`src/rtl/assert_macros.svh`:
```
// assertion macros shared by the rtl files that check their own logic
// no dependencies; pulled in with an include where assertions are written
`ifndef ASSERT_MACROS_SVH
`define ASSERT_MACROS_SVH

// same-cycle implication, checked outside reset
`define SWM_ASSERT_NOW(label, clk, rst_n, ante, cons, msg) \
    label: assert property (@(posedge clk) disable iff (!rst_n) (ante) |-> (cons)) \
        else $error(msg);

// next-cycle implication, checked outside reset
`define SWM_ASSERT_NEXT(label, clk, rst_n, ante, cons, msg) \
    label: assert property (@(posedge clk) disable iff (!rst_n) (ante) |=> (cons)) \
        else $error(msg);

`endif

```
`src/rtl/swm_pkg.sv`:
```
// package for the sliding window maximum unit: widths, payload and cell control types
// no dependencies
`default_nettype none

package swm_pkg;

    localparam int SAMPLE_WIDTH       = 32;
    localparam int WIN_W              = 5;
    localparam int MAX_WINDOW_DEFAULT = 16;

    typedef logic signed [SAMPLE_WIDTH-1:0] t_sample;

    typedef struct packed {
        t_sample sample;
        logic    start_seq;
        logic    end_seq;
    } t_swm_in;

    typedef struct packed {
        t_sample window_max;
        logic    final_window;
    } t_swm_out;

    // broadcast from the top level to every cell of the chain
    typedef struct packed {
        logic             shift;
        logic             start;
        logic [WIN_W-1:0] window;
        t_sample          sample;
    } t_swm_ctl;

endpackage

`default_nettype wire

```
`src/rtl/swm_cell.sv`:
```
// one cell of the sample chain: holds one sample and its candidate flag
// depends on swm_pkg
`default_nettype none

module swm_cell #(
    parameter int INDEX = 0
) (
    input  wire logic              i_clk,
    input  wire logic              i_rst_n,
    input  wire swm_pkg::t_swm_ctl i_ctl,
    input  wire swm_pkg::t_sample  i_prev_value,
    input  wire logic              i_prev_flag,
    output swm_pkg::t_sample       o_value,
    output logic                   o_flag
);

    swm_pkg::t_sample r_value;
    logic             r_flag;
    logic             n_flag;

    // a sample stays a candidate while it is inside the window and greater
    // than every newer sample; the head cell holds a candidate once a sample has shifted in
    always_comb begin
        if (INDEX == 0) begin
            n_flag = 1'b1;
        end else begin
            n_flag = i_prev_flag && !i_ctl.start
                  && (32'(INDEX) < 32'(i_ctl.window))
                  && (i_prev_value > i_ctl.sample);
        end
    end

    always_ff @(posedge i_clk) begin
        if (!i_rst_n) begin
            r_flag <= 1'b0;
        end else if (i_ctl.shift) begin
            r_flag <= n_flag;
        end
    end

    always_ff @(posedge i_clk) begin
        if (i_ctl.shift) begin
            r_value <= i_prev_value;
        end
    end

    assign o_value = r_value;
    assign o_flag  = r_flag;

endmodule

`default_nettype wire

```
`src/rtl/swm_select.sv`:
```
// picks the oldest candidate of the chain, which is the window maximum
// depends on swm_pkg
`default_nettype none

module swm_select #(
    parameter int MAX_WINDOW = swm_pkg::MAX_WINDOW_DEFAULT
) (
    input  wire logic [MAX_WINDOW-1:0] i_flags,
    input  wire swm_pkg::t_sample      i_values [MAX_WINDOW],
    output swm_pkg::t_sample           o_value
);

    logic [MAX_WINDOW-1:0] w_sel;
    swm_pkg::t_sample      w_value;

    // one-hot pick of the highest flagged cell, then an and-or mux
    always_comb begin
        w_value = '0;
        for (int k = 0; k < MAX_WINDOW; k++) begin
            w_sel[k] = i_flags[k] && !(|(i_flags >> (k + 1)));
            w_value  = w_value | (w_sel[k] ? i_values[k] : '0);
        end
    end

    assign o_value = w_value;

endmodule

`default_nettype wire

```
`src/rtl/sliding_window_maximum_unit.sv`:
```
// top level of the sliding window maximum unit: handshakes, counters, cell chain
// depends on swm_pkg, swm_cell, swm_select and assert_macros.svh
//
//  channel   valid        ready        payload
//  input     i_valid      o_ready      i_data  (sample, start_seq, end_seq)
//  output    o_valid      i_ready      o_data  (window_max, final_window)
//  config    i_cfg_valid  o_cfg_ready  i_cfg_data (window_size)
//
// an item shifts into the cell chain in the cycle it is accepted; its result
// is picked from the chain once the output register can load, and lands there
// one item per cycle sustained while the output is not stalled; the output register and the pending stage
// set the throughput, and a stalled output holds the chain after one item
// synchronous active-low reset clears candidate flags, counters and valids;
// window_size resets to 1
`default_nettype none
`include "assert_macros.svh"

module sliding_window_maximum_unit #(
    parameter int MAX_WINDOW = swm_pkg::MAX_WINDOW_DEFAULT
) (
    input  wire logic                      i_clk,
    input  wire logic                      i_rst_n,
    input  wire logic                      i_valid,
    output logic                           o_ready,
    input  wire swm_pkg::t_swm_in          i_data,
    output logic                           o_valid,
    input  wire logic                      i_ready,
    output swm_pkg::t_swm_out              o_data,
    input  wire logic                      i_cfg_valid,
    output logic                           o_cfg_ready,
    input  wire logic [swm_pkg::WIN_W-1:0] i_cfg_data
);

    localparam int CNT_W = $clog2(MAX_WINDOW + 1);

    logic [swm_pkg::WIN_W-1:0] r_window;
    logic [swm_pkg::WIN_W-1:0] w_eff_window;
    logic [CNT_W-1:0]          r_seen;
    logic [CNT_W-1:0]          n_seen;
    logic                      n_emit;
    logic                      r_pend;
    logic                      r_pend_emit;
    logic                      r_pend_last;
    logic                      r_out_valid;
    swm_pkg::t_swm_out         r_out;
    logic                      w_can_load;
    logic                      w_accept;
    swm_pkg::t_swm_ctl         w_ctl;
    logic [MAX_WINDOW-1:0]     w_flags;
    swm_pkg::t_sample          w_values [MAX_WINDOW];
    swm_pkg::t_sample          w_front;

    assign w_can_load  = !r_out_valid || i_ready;
    assign o_ready     = !r_pend || w_can_load;
    assign w_accept    = i_valid && o_ready;
    assign o_cfg_ready = 1'b1;
    assign o_valid     = r_out_valid;
    assign o_data      = r_out;

    // zero means one, anything past the chain length means the whole chain
    always_comb begin
        if (r_window == '0) begin
            w_eff_window = swm_pkg::WIN_W'(1);
        end else if (32'(r_window) > 32'(MAX_WINDOW)) begin
            w_eff_window = swm_pkg::WIN_W'(MAX_WINDOW);
        end else begin
            w_eff_window = r_window;
        end
    end

    always_comb begin
        if (i_data.start_seq) begin
            n_seen = CNT_W'(1);
        end else if (32'(r_seen) < 32'(MAX_WINDOW)) begin
            n_seen = r_seen + CNT_W'(1);
        end else begin
            n_seen = r_seen;
        end
        n_emit = 32'(n_seen) >= 32'(w_eff_window);
    end

    assign w_ctl.shift  = w_accept;
    assign w_ctl.start  = i_data.start_seq;
    assign w_ctl.window = w_eff_window;
    assign w_ctl.sample = i_data.sample;

    for (genvar g = 0; g < MAX_WINDOW; g++) begin : g_cell
        swm_pkg::t_sample w_prev_value;
        logic             w_prev_flag;

        if (g == 0) begin : g_head
            assign w_prev_value = i_data.sample;
            assign w_prev_flag  = 1'b1;
        end else begin : g_body
            assign w_prev_value = w_values[g-1];
            assign w_prev_flag  = w_flags[g-1];
        end

        swm_cell #(
            .INDEX (g)
        ) u_cell (
            .i_clk        (i_clk),
            .i_rst_n      (i_rst_n),
            .i_ctl        (w_ctl),
            .i_prev_value (w_prev_value),
            .i_prev_flag  (w_prev_flag),
            .o_value      (w_values[g]),
            .o_flag       (w_flags[g])
        );
    end

    swm_select #(
        .MAX_WINDOW (MAX_WINDOW)
    ) u_select (
        .i_flags  (w_flags),
        .i_values (w_values),
        .o_value  (w_front)
    );

    always_ff @(posedge i_clk) begin
        if (!i_rst_n) begin
            r_window    <= swm_pkg::WIN_W'(1);
            r_seen      <= '0;
            r_pend      <= 1'b0;
            r_out_valid <= 1'b0;
        end else begin
            if (i_cfg_valid) begin
                r_window <= i_cfg_data;
            end
            if (w_accept) begin
                r_seen <= n_seen;
                r_pend <= 1'b1;
            end else if (w_can_load) begin
                r_pend <= 1'b0;
            end
            // a pending item without a result just empties the output side
            if (r_pend && w_can_load) begin
                r_out_valid <= r_pend_emit;
            end else if (i_ready) begin
                r_out_valid <= 1'b0;
            end
        end
    end

    always_ff @(posedge i_clk) begin
        if (w_accept) begin
            r_pend_emit <= n_emit;
            r_pend_last <= i_data.end_seq;
        end
        if (r_pend && w_can_load) begin
            r_out.window_max   <= w_front;
            r_out.final_window <= r_pend_last;
        end
    end

    `SWM_ASSERT_NOW(a_head_candidate, i_clk, i_rst_n, r_pend, w_flags[0],
        "pending item but head cell holds no candidate")
    `SWM_ASSERT_NEXT(a_accept_pends, i_clk, i_rst_n, w_accept, r_pend,
        "accepted item did not reach the pending stage")
    `SWM_ASSERT_NEXT(a_result_loads, i_clk, i_rst_n, r_pend && w_can_load,
        r_out_valid == $past(r_pend_emit), "output valid does not follow pending result")
    `SWM_ASSERT_NOW(a_seen_bound, i_clk, i_rst_n, 1'b1, 32'(r_seen) <= 32'(MAX_WINDOW),
        "sample count passed the chain length")

endmodule

`default_nettype wire

```
`config.mk`:
```
export PLATFORM = sky130hd
export DESIGN_NAME = sliding_window_maximum_unit
export DESIGN_NICKNAME = d
export VERILOG_FILES = /design/src/rtl/swm_pkg.sv /design/src/rtl/swm_cell.sv /design/src/rtl/swm_select.sv /design/src/rtl/sliding_window_maximum_unit.sv
export VERILOG_INCLUDE_DIRS = /design/src /design/src/rtl
export SDC_FILE = /design/constraint.sdc
export NUM_CORES = 1
export LEC_CHECK = 0
export BUFFER_PORTS_ARGS = -buffer_cell sky130_fd_sc_hd__buf_2
export CORE_MARGIN = 1.5
export CORE_UTILIZATION = 50
export DETAILED_ROUTE_END_ITERATION = 10
export GPL_TIMING_DRIVEN = 0
export HOLD_SLACK_MARGIN = 0.08
export PLACE_DENSITY = 0.66
export SLEW_MARGIN = 20
export SYNTH_ARGS = -nofsm -noshare
export SYNTH_HDL_FRONTEND = slang
export SYNTH_SLANG_ARGS = --single-unit
```
`constraint.sdc`:
```
create_clock -name i_clk -period 22.5 [get_ports i_clk]
set_clock_uncertainty 0.1 [all_clocks]
set_input_delay 1.125 -clock i_clk [delete_from_list [all_inputs] [get_ports i_clk]]
set_output_delay 1.125 -clock i_clk [all_outputs]
set_load 0.05 [all_outputs]
```
==> impl_metrics.tcl, run 1 <==
set metrics [dict create \
    htree_num_levels 2 \
    dr_total_vias 22774 \
    antenna_cells 0 \
    first_pass_iters 7 \
    holdCritPathClass "reg2reg" \
    clk_pin_slew_ns 0.06 \
    crit_chain "clkbuf_1 > clkbuf_1 > buf_1 > nor2_1 > a21oi_1 > nand3_1 > a221oi_1 > o211ai_1" \
    start_util_pct 50.89 \
    cp.required_ns 22.72 \
    gp_congestion 0.9760 \
    drtIter0Drc 2227 \
    synthAdderAreaFrac_pct 19.26 \
    grtUsageTotal_pct 26.26 \
    period_share_pct 15.75 \
    netlist_area_um2 31580 \
    overflow 0 \
    grt_pass1_wl_um 129400 \
    first_global_vias 22888 \
    slew_headroom_pct 39.49 \
    synthMuxAreaShare_pct 0.2853 \
    final_layout_size_suffix_gt1_share_pct 7.006 \
    core_region_area_um2 62050 \
    insertion_delay_ns 0.64 \
    dieArea_um2 64680 \
    worstSetupEndpointType "register" \
    maxCapViolCount 0 \
    grt_max_degree 56 \
    regToRegSetupSlack_ns 18.96 \
    ir_drop_mv 0.05736 \
    finalInstanceArea_um2 35330 \
    cts_hold_buffers 0 \
    synth_xor_area_share_pct 0.4992 \
    synth_edf_count 547 \
    final_cell_mix "547 x edfxtp_1, 486 x ha_1, 315 x a21oi_1" \
    root_buffer "clkbuf_16" \
    die_x_um 254.3 \
    ys_seq_elements 575 \
    ys_async_sr_fraction_pct 0 \
    rsz0062_at_grt "no" \
    hold_ws_ns 0.3253 \
    die_h_um 254.3 \
    place_area_um2 33300 \
    detail_route.wl_per_cell_um 23.49 \
    crit_fanout 10 \
    cts_sinks 575 \
    cp_num_buf_inv 3 \
    synth.distinct_cells 56 \
    nets 3247 \
    synth_compound_area_share_pct 14.72 \
    setup_ws_ns 18.96 \
    post_cts_buffers 0 \
    critical_path.slowest_cell "buf_1" \
    synth.avg_cell_area_um2 12.31 \
    syn_inst 2566 \
    dp_slack_ns 18.48 \
    io_pins 80 \
    rows 91 \
    antenna_found_initial 0 \
    yosysSeqAreaShare_pct 53.79 \
    clockBufferDepth 3 \
    cts_tree "done" \
    port_buffers 77 \
    fmax_ghz 0.2821 \
    critPathMaxStageDelay_ns 0.66 \
    dp_hpwl_um 66120 \
    slew_viol_final 0 \
    layout_commonest_cell "edfxtp_1" \
    final-setup-viol-count 0 \
    synthSimpleGateAreaFrac_pct 9.334 \
    ys.flop_type "edfxtp_1" \
    status "completed" \
    synth_top_family_by_area "adder cells" \
    fin_setup_tns_ns 0 \
    post_cts_resized 0 \
    power_per_cell_area_nw_per_um2 74.05 \
    cp.arrival_ns 3.77 \
    p_leak_nw 13.57 \
    min_period_ns 3.544 \
    antenna_left 0 \
    drc 0 \
    path_common_cell "clkbuf_1" \
    startpoint_type "register" \
    syn_nets 3096 \
    crit_family "buffers and inverters" \
    yosys_warnings 0 \
    wirelength_um 84720 \
    cts_inserted_buffers 61 \
    area_delta_synth_final_pct 11.87 \
    worstMarginPinSlew_ns 0.9058 \
    viasPerCell 6.316 \
    worstSetupPathType "reg2reg" \
    finalHoldViolations 0 \
]
==> cells by family (layout without fill, tap and decap cells) <==
logic type	Yosys count	in the layout
simple gates	597	597
xor+xnor	18	18
compound gates	710	710
other cells	1	1
mux	9	9
fa+ha+maj	486	486
flops	575	575
buf+inv	170	373
==> power breakdown <==
part	switching, mW	internal, mW	total (mW)
logic	0.184	0.107	0.291
registers	0.0470	1.25	1.29
clock network	0.429	0.603	1.03
total	0.660	1.96	2.62
==> through the flow <==
stage          cells  utilization [%]  power, mW
6_report        3606            56.94      2.616
5_1_grt         3606            56.94      2.704
4_1_cts         3606            56.93      2.621
3_5_place_dp    3491            53.67      1.601
3_3_place_gp    3480            53.20      1.616
2_1_floorplan   2566                -      1.525
==> flip-flops by register name, summed over array words and instances, names as in the netlist <==
| name | count |
|---|---|
| g_cell.u_cell.o_value | 512 |
| g_cell.u_cell.o_flag | 16 |
| r_seen | 5 |
| r_window | 5 |
| o_data | 33 |
| r_pend | 1 |
| o_valid | 1 |
| r_pend_emit | 1 |
| r_pend_last | 1 |
==> metal layers <==
metal / track usage (%) / wire length [um] / up-vias
met2: 43.47 / 40010 / 849
met1: 35.12 / 35960 / 11128
li1: - / - / 10618
met5: 0 / 0 / -
met4: 10.51 / 3459 / 0
met3: 3.327 / 5283 / 179
==> cells in the mapped netlist, drive strengths merged, types with 5 or more instances <==
cell type / n / share of area [%]
a211o: 8 / 0.22
a211oi: 15 / 0.36
a21bo: 7 / 0.22
a21o: 9 / 0.21
a21oi: 315 / 5.0
a221o: 28 / 0.89
a221oi: 71 / 2.0
a222oi: 44 / 1.4
a22oi: 57 / 1.4
and2: 6 / 0.12
and4: 14 / 0.39
buf: 9 / 0.19
clkbuf: 73 / 0.87
dfxtp: 28 / 1.8
edfxtp: 547 / 52
ha: 486 / 19
inv: 87 / 1.0
mux2i: 9 / 0.29
nand2: 218 / 2.6
nand2b: 5 / 0.099
nand3: 83 / 1.3
nand4: 100 / 2.0
nor2: 87 / 1.0
nor2b: 20 / 0.40
nor3: 17 / 0.27
nor4: 32 / 0.70
o211ai: 61 / 1.5
o21ai: 80 / 1.3
xnor2: 15 / 0.42
==> worst reg2reg max path, delay by kind of cell, from the launching register on <==
| family | cells | cell delay (ns) |
|---|---|---|
| AO/OA/AOI/OAI | 3 | 0.84 |
| buffers and inverters | 3 | 1.57 |
| flip-flops | 1 | 0.42 |
| AND/OR/NAND/NOR | 2 | 0.31 |
==> cell type report <==
| type | instances | area [um2] |
|---|---|---|
| buffer | 82 | 339.1 |
| clock buffer | 84 | 1695 |
| clock inverter | 31 | 324.1 |
| fill | 5002 | 26720 |
| inverter | 88 | 330.3 |
| multi-input combinational | 1821 | 13940 |
| sequential | 575 | 16990 |
| tap | 837 | 1047 |
| timing repair buffer | 88 | 665.6 |
==> worst paths after layout <==
path                                 start  cells past startpoint    endpoint
hold reg to reg                r_pend_last                      0   o_data[0]
setup / recovery  g_cell[15].u_cell.o_flag                      8  o_data[13]
setup reg to reg  g_cell[15].u_cell.o_flag                      8  o_data[13]
hold / removal                 r_pend_last                      0   o_data[0]
No activity file was read; power rests on OpenSTA's default activity.
==> run 2: changes to the inputs <==
--- a/config.mk
+++ b/config.mk
@@ -12,7 +12,7 @@
 export DETAILED_ROUTE_END_ITERATION = 10
 export GPL_TIMING_DRIVEN = 0
 export HOLD_SLACK_MARGIN = 0.08
-export PLACE_DENSITY = 0.66
+export PLACE_DENSITY = 0.69
 export SLEW_MARGIN = 20
 export SYNTH_ARGS = -nofsm -noshare
 export SYNTH_HDL_FRONTEND = slang
==> constraint.sdc (replaced) <==
create_clock -name i_clk -period 3 [get_ports i_clk]
set_clock_uncertainty 0.1 [all_clocks]
set_input_delay 0.15 -clock i_clk [delete_from_list [all_inputs] [get_ports i_clk]]
set_output_delay 0.15 -clock i_clk [all_outputs]
set_load 0.05 [all_outputs]
==> run 2 against run 1 <==
Largest power group unchanged. Clock power rose to 7.5 times the previous value. Sequential share of layout area fell by 0.67 points. Sequential power grew to 7.5 times the previous value. Via count up 0.31%. Worst hold slack worse by 0.16 ns. Register-to-register slack worse by 19 ns. Power rose to 7.5 times the previous value. Sequential cell count stayed put. Core utilization increased by 0.82 points. Global-route usage down 0.063 points. Final cell count is 1.5% higher. Non-clock buffer count grew 49. The flow now finishes with violations (setup timing).
==> impl_metrics.tcl, run 2 (same netlist as run 1, synthesis figures left out) <==
set metrics [dict create \
    status "finished with violations" \
    violations "setup timing" \
    finalNonFillerCells 3660 \
    critical_path.slowest_cell "nor4b_2" \
    finalInstanceArea_um2 35840 \
    final_cell_mix "547 x edfxtp_1, 486 x ha_1, 315 x a21oi_1" \
    critPathMaxStageDelay_ns 0.64 \
    insertion_delay_ns 0.61 \
    whs_path_depth 2 \
    final_layout_size_suffix_gt1_share_pct 7.722 \
    pwr-share-comb_pct 11.3 \
    reg2regPathDepth 8 \
    min_delay_worst_endpoint "g_cell[0].u_cell.o_value[4]" \
    start_util_pct 50.89 \
    gp_congestion 0.9581 \
    antenna_left 0 \
    core_region_area_um2 62050 \
    p_leak_nw 13.82 \
    worstSetupEndpointType "register" \
    grt_pass1_wl_um 129100 \
    rows 91 \
    r2r-start "g_cell[14].u_cell.o_flag" \
    area_delta_synth_final_pct 13.49 \
    cts_inserted_buffers 66 \
    antenna_found_initial 0 \
    first_global_vias 22963 \
    p_int_mw 14.60 \
    grtUsageTotal_pct 26.20 \
    cp.required_ns 3.29 \
    dr_total_vias 22844 \
    drtIter0Drc 2196 \
    regToRegSetupSlack_ns -0.04 \
    cts_sinks 575 \
    swShare_pct 25.76 \
    slew_viol_final 0 \
    overflow 0 \
    min_period_ns 3.040 \
    crit_fanout 10 \
    r2r-end "o_data[3]" \
    fmax_ghz 0.3290 \
    drc 0 \
    clockBufferDepth 3 \
    root_buffer "clkbuf_16" \
    die_x_um 254.3 \
    p_sw_mw 5.063 \
    fin_setup_tns_ns -0.07987 \
    startpoint_type "register" \
    pwr-share-clk_pct 39.3 \
    ir_drop_mv 0.4661 \
    cts_tree "done" \
    antenna_cells 0 \
    rsz0062_at_grt "yes" \
    dieArea_um2 64680 \
    maxCapViolCount 0 \
    power_per_cell_area_nw_per_um2 548.5 \
    dp_hpwl_um 64220 \
    wirelength_um 84740 \
    period_share_pct 101.3 \
    layout_commonest_cell "edfxtp_1" \
    htree_num_levels 3 \
    finalHoldViolations 0 \
    worstSetupPathType "reg2reg" \
    crit_chain "buf_6 > nor4_2 > and2b_1 > nand2b_1 > nor4b_2 > clkbuf_1 > a221oi_1 > o211ai_1" \
    detail_route.wl_per_cell_um 23.15 \
    worstMarginPinSlew_ns 0.8687 \
    holdCritPathClass "in2reg" \
    clk_pin_slew_ns 0.06 \
    die_h_um 254.3 \
    setup_ws_ns -0.03958 \
    placed_cells 3484 \
    nets 3301 \
    place_area_um2 33160 \
    grt_max_degree 162 \
    min_from "i_data[6]" \
    power_frac_seq_pct 49.3 \
    slew_headroom_pct 41.55 \
    port_buffers 77 \
    largest_reg_flops 512 \
    viasPerCell 6.242 \
    io_pins 80 \
    final-setup-viol-count 4 \
    dp_slack_ns -0.4512 \
    first_pass_iters 7 \
    cp.arrival_ns 3.33 \
]
run 2: cell count changes in the layout (fill, tap and decap cells not counted), sizes merged:
cell         delta
dlygate4sd3    +52
buf             -1
bufinv          -5
clkinv          +2
clkbuf          +6
run 2: final cells by class:
| class | count | area [um2] |
|---|---|---|
| fillers | 4941 | 26210 |
| flip-flops and latches | 575 | 16990 |
| multi-input cells | 1821 | 13990 |
| clock buffers | 92 | 1812 |
| repair buffers | 138 | 1071 |
| well taps | 837 | 1047 |
| plain buffers | 81 | 376.6 |
| inverters | 88 | 337.8 |
| clock inverters | 28 | 219.0 |
run 2: worst max-delay path by stage:
stage	to	cells after the start	startpoint	slack (ns)
2_1_floorplan	g_cell[6].u_cell.o_flag	7	o_valid	-0.33
4_1_cts	o_data[3]	8	g_cell[14].u_cell.o_flag	0.01
5_1_grt	o_data[32]	9	g_cell[14].u_cell.o_flag	-0.12
6_report	o_data[3]	8	g_cell[14].u_cell.o_flag	-0.04
3_3_place_gp	g_cell[4].u_cell.o_flag	7	o_valid	-0.81
3_5_place_dp	o_data[13]	8	g_cell[15].u_cell.o_flag	-0.45
run 2: critical path, delay by kind of cell, from the launching register on:
family                 cells  cell delay [ns]
and+or+nand+nor            4             1.30
buffers and inverters      2             0.64
AOI/OAI and AO/OA          2             0.47
DFF                        1             0.31
run 2: what timing repair did:
| action | in CTS | in global routing |
|---|---|---|
| setup endpoints to repair | 32 | 189 |
| gates cloned | 0 | 1 |
| buffers inserted | 3 | 1 |
| gates resized for setup | 13 | 21 |
| hold buffers | 52 | 0 |
| pin swaps | 1 | 5 |
| endpoints found under the hold margin | 47 | 0 |
run 2: metal layers:
layer,wire (um),track usage (%),share of wire (%)
met4,3396,11.58,4.0
met1,36360,34.87,43
met2,39900,42.86,47
met3,5092,3.562,6.0
met5,0,0,0
run 2: through the flow:
stage	hold slack [ns]	total power [mW]	utilization, %
after floorplan	0.1489	11.22	-
after global placement	0.2293	11.82	53.25
after detailed placement	0.2281	11.97	53.44
after CTS	0.1319	19.68	57.63
after global routing	0.1666	20.33	57.76
final	0.1650	19.66	57.76
run 2: power groups by stage:
stage	clock, mW	combinational, mW	sequential [mW]
2_1_floorplan	0	1.41	9.82
3_3_place_gp	0	1.98	9.84
3_5_place_dp	0	2.13	9.85
4_1_cts	7.80	2.20	9.68
5_1_grt	8.09	2.49	9.74
6_report	7.73	2.23	9.69
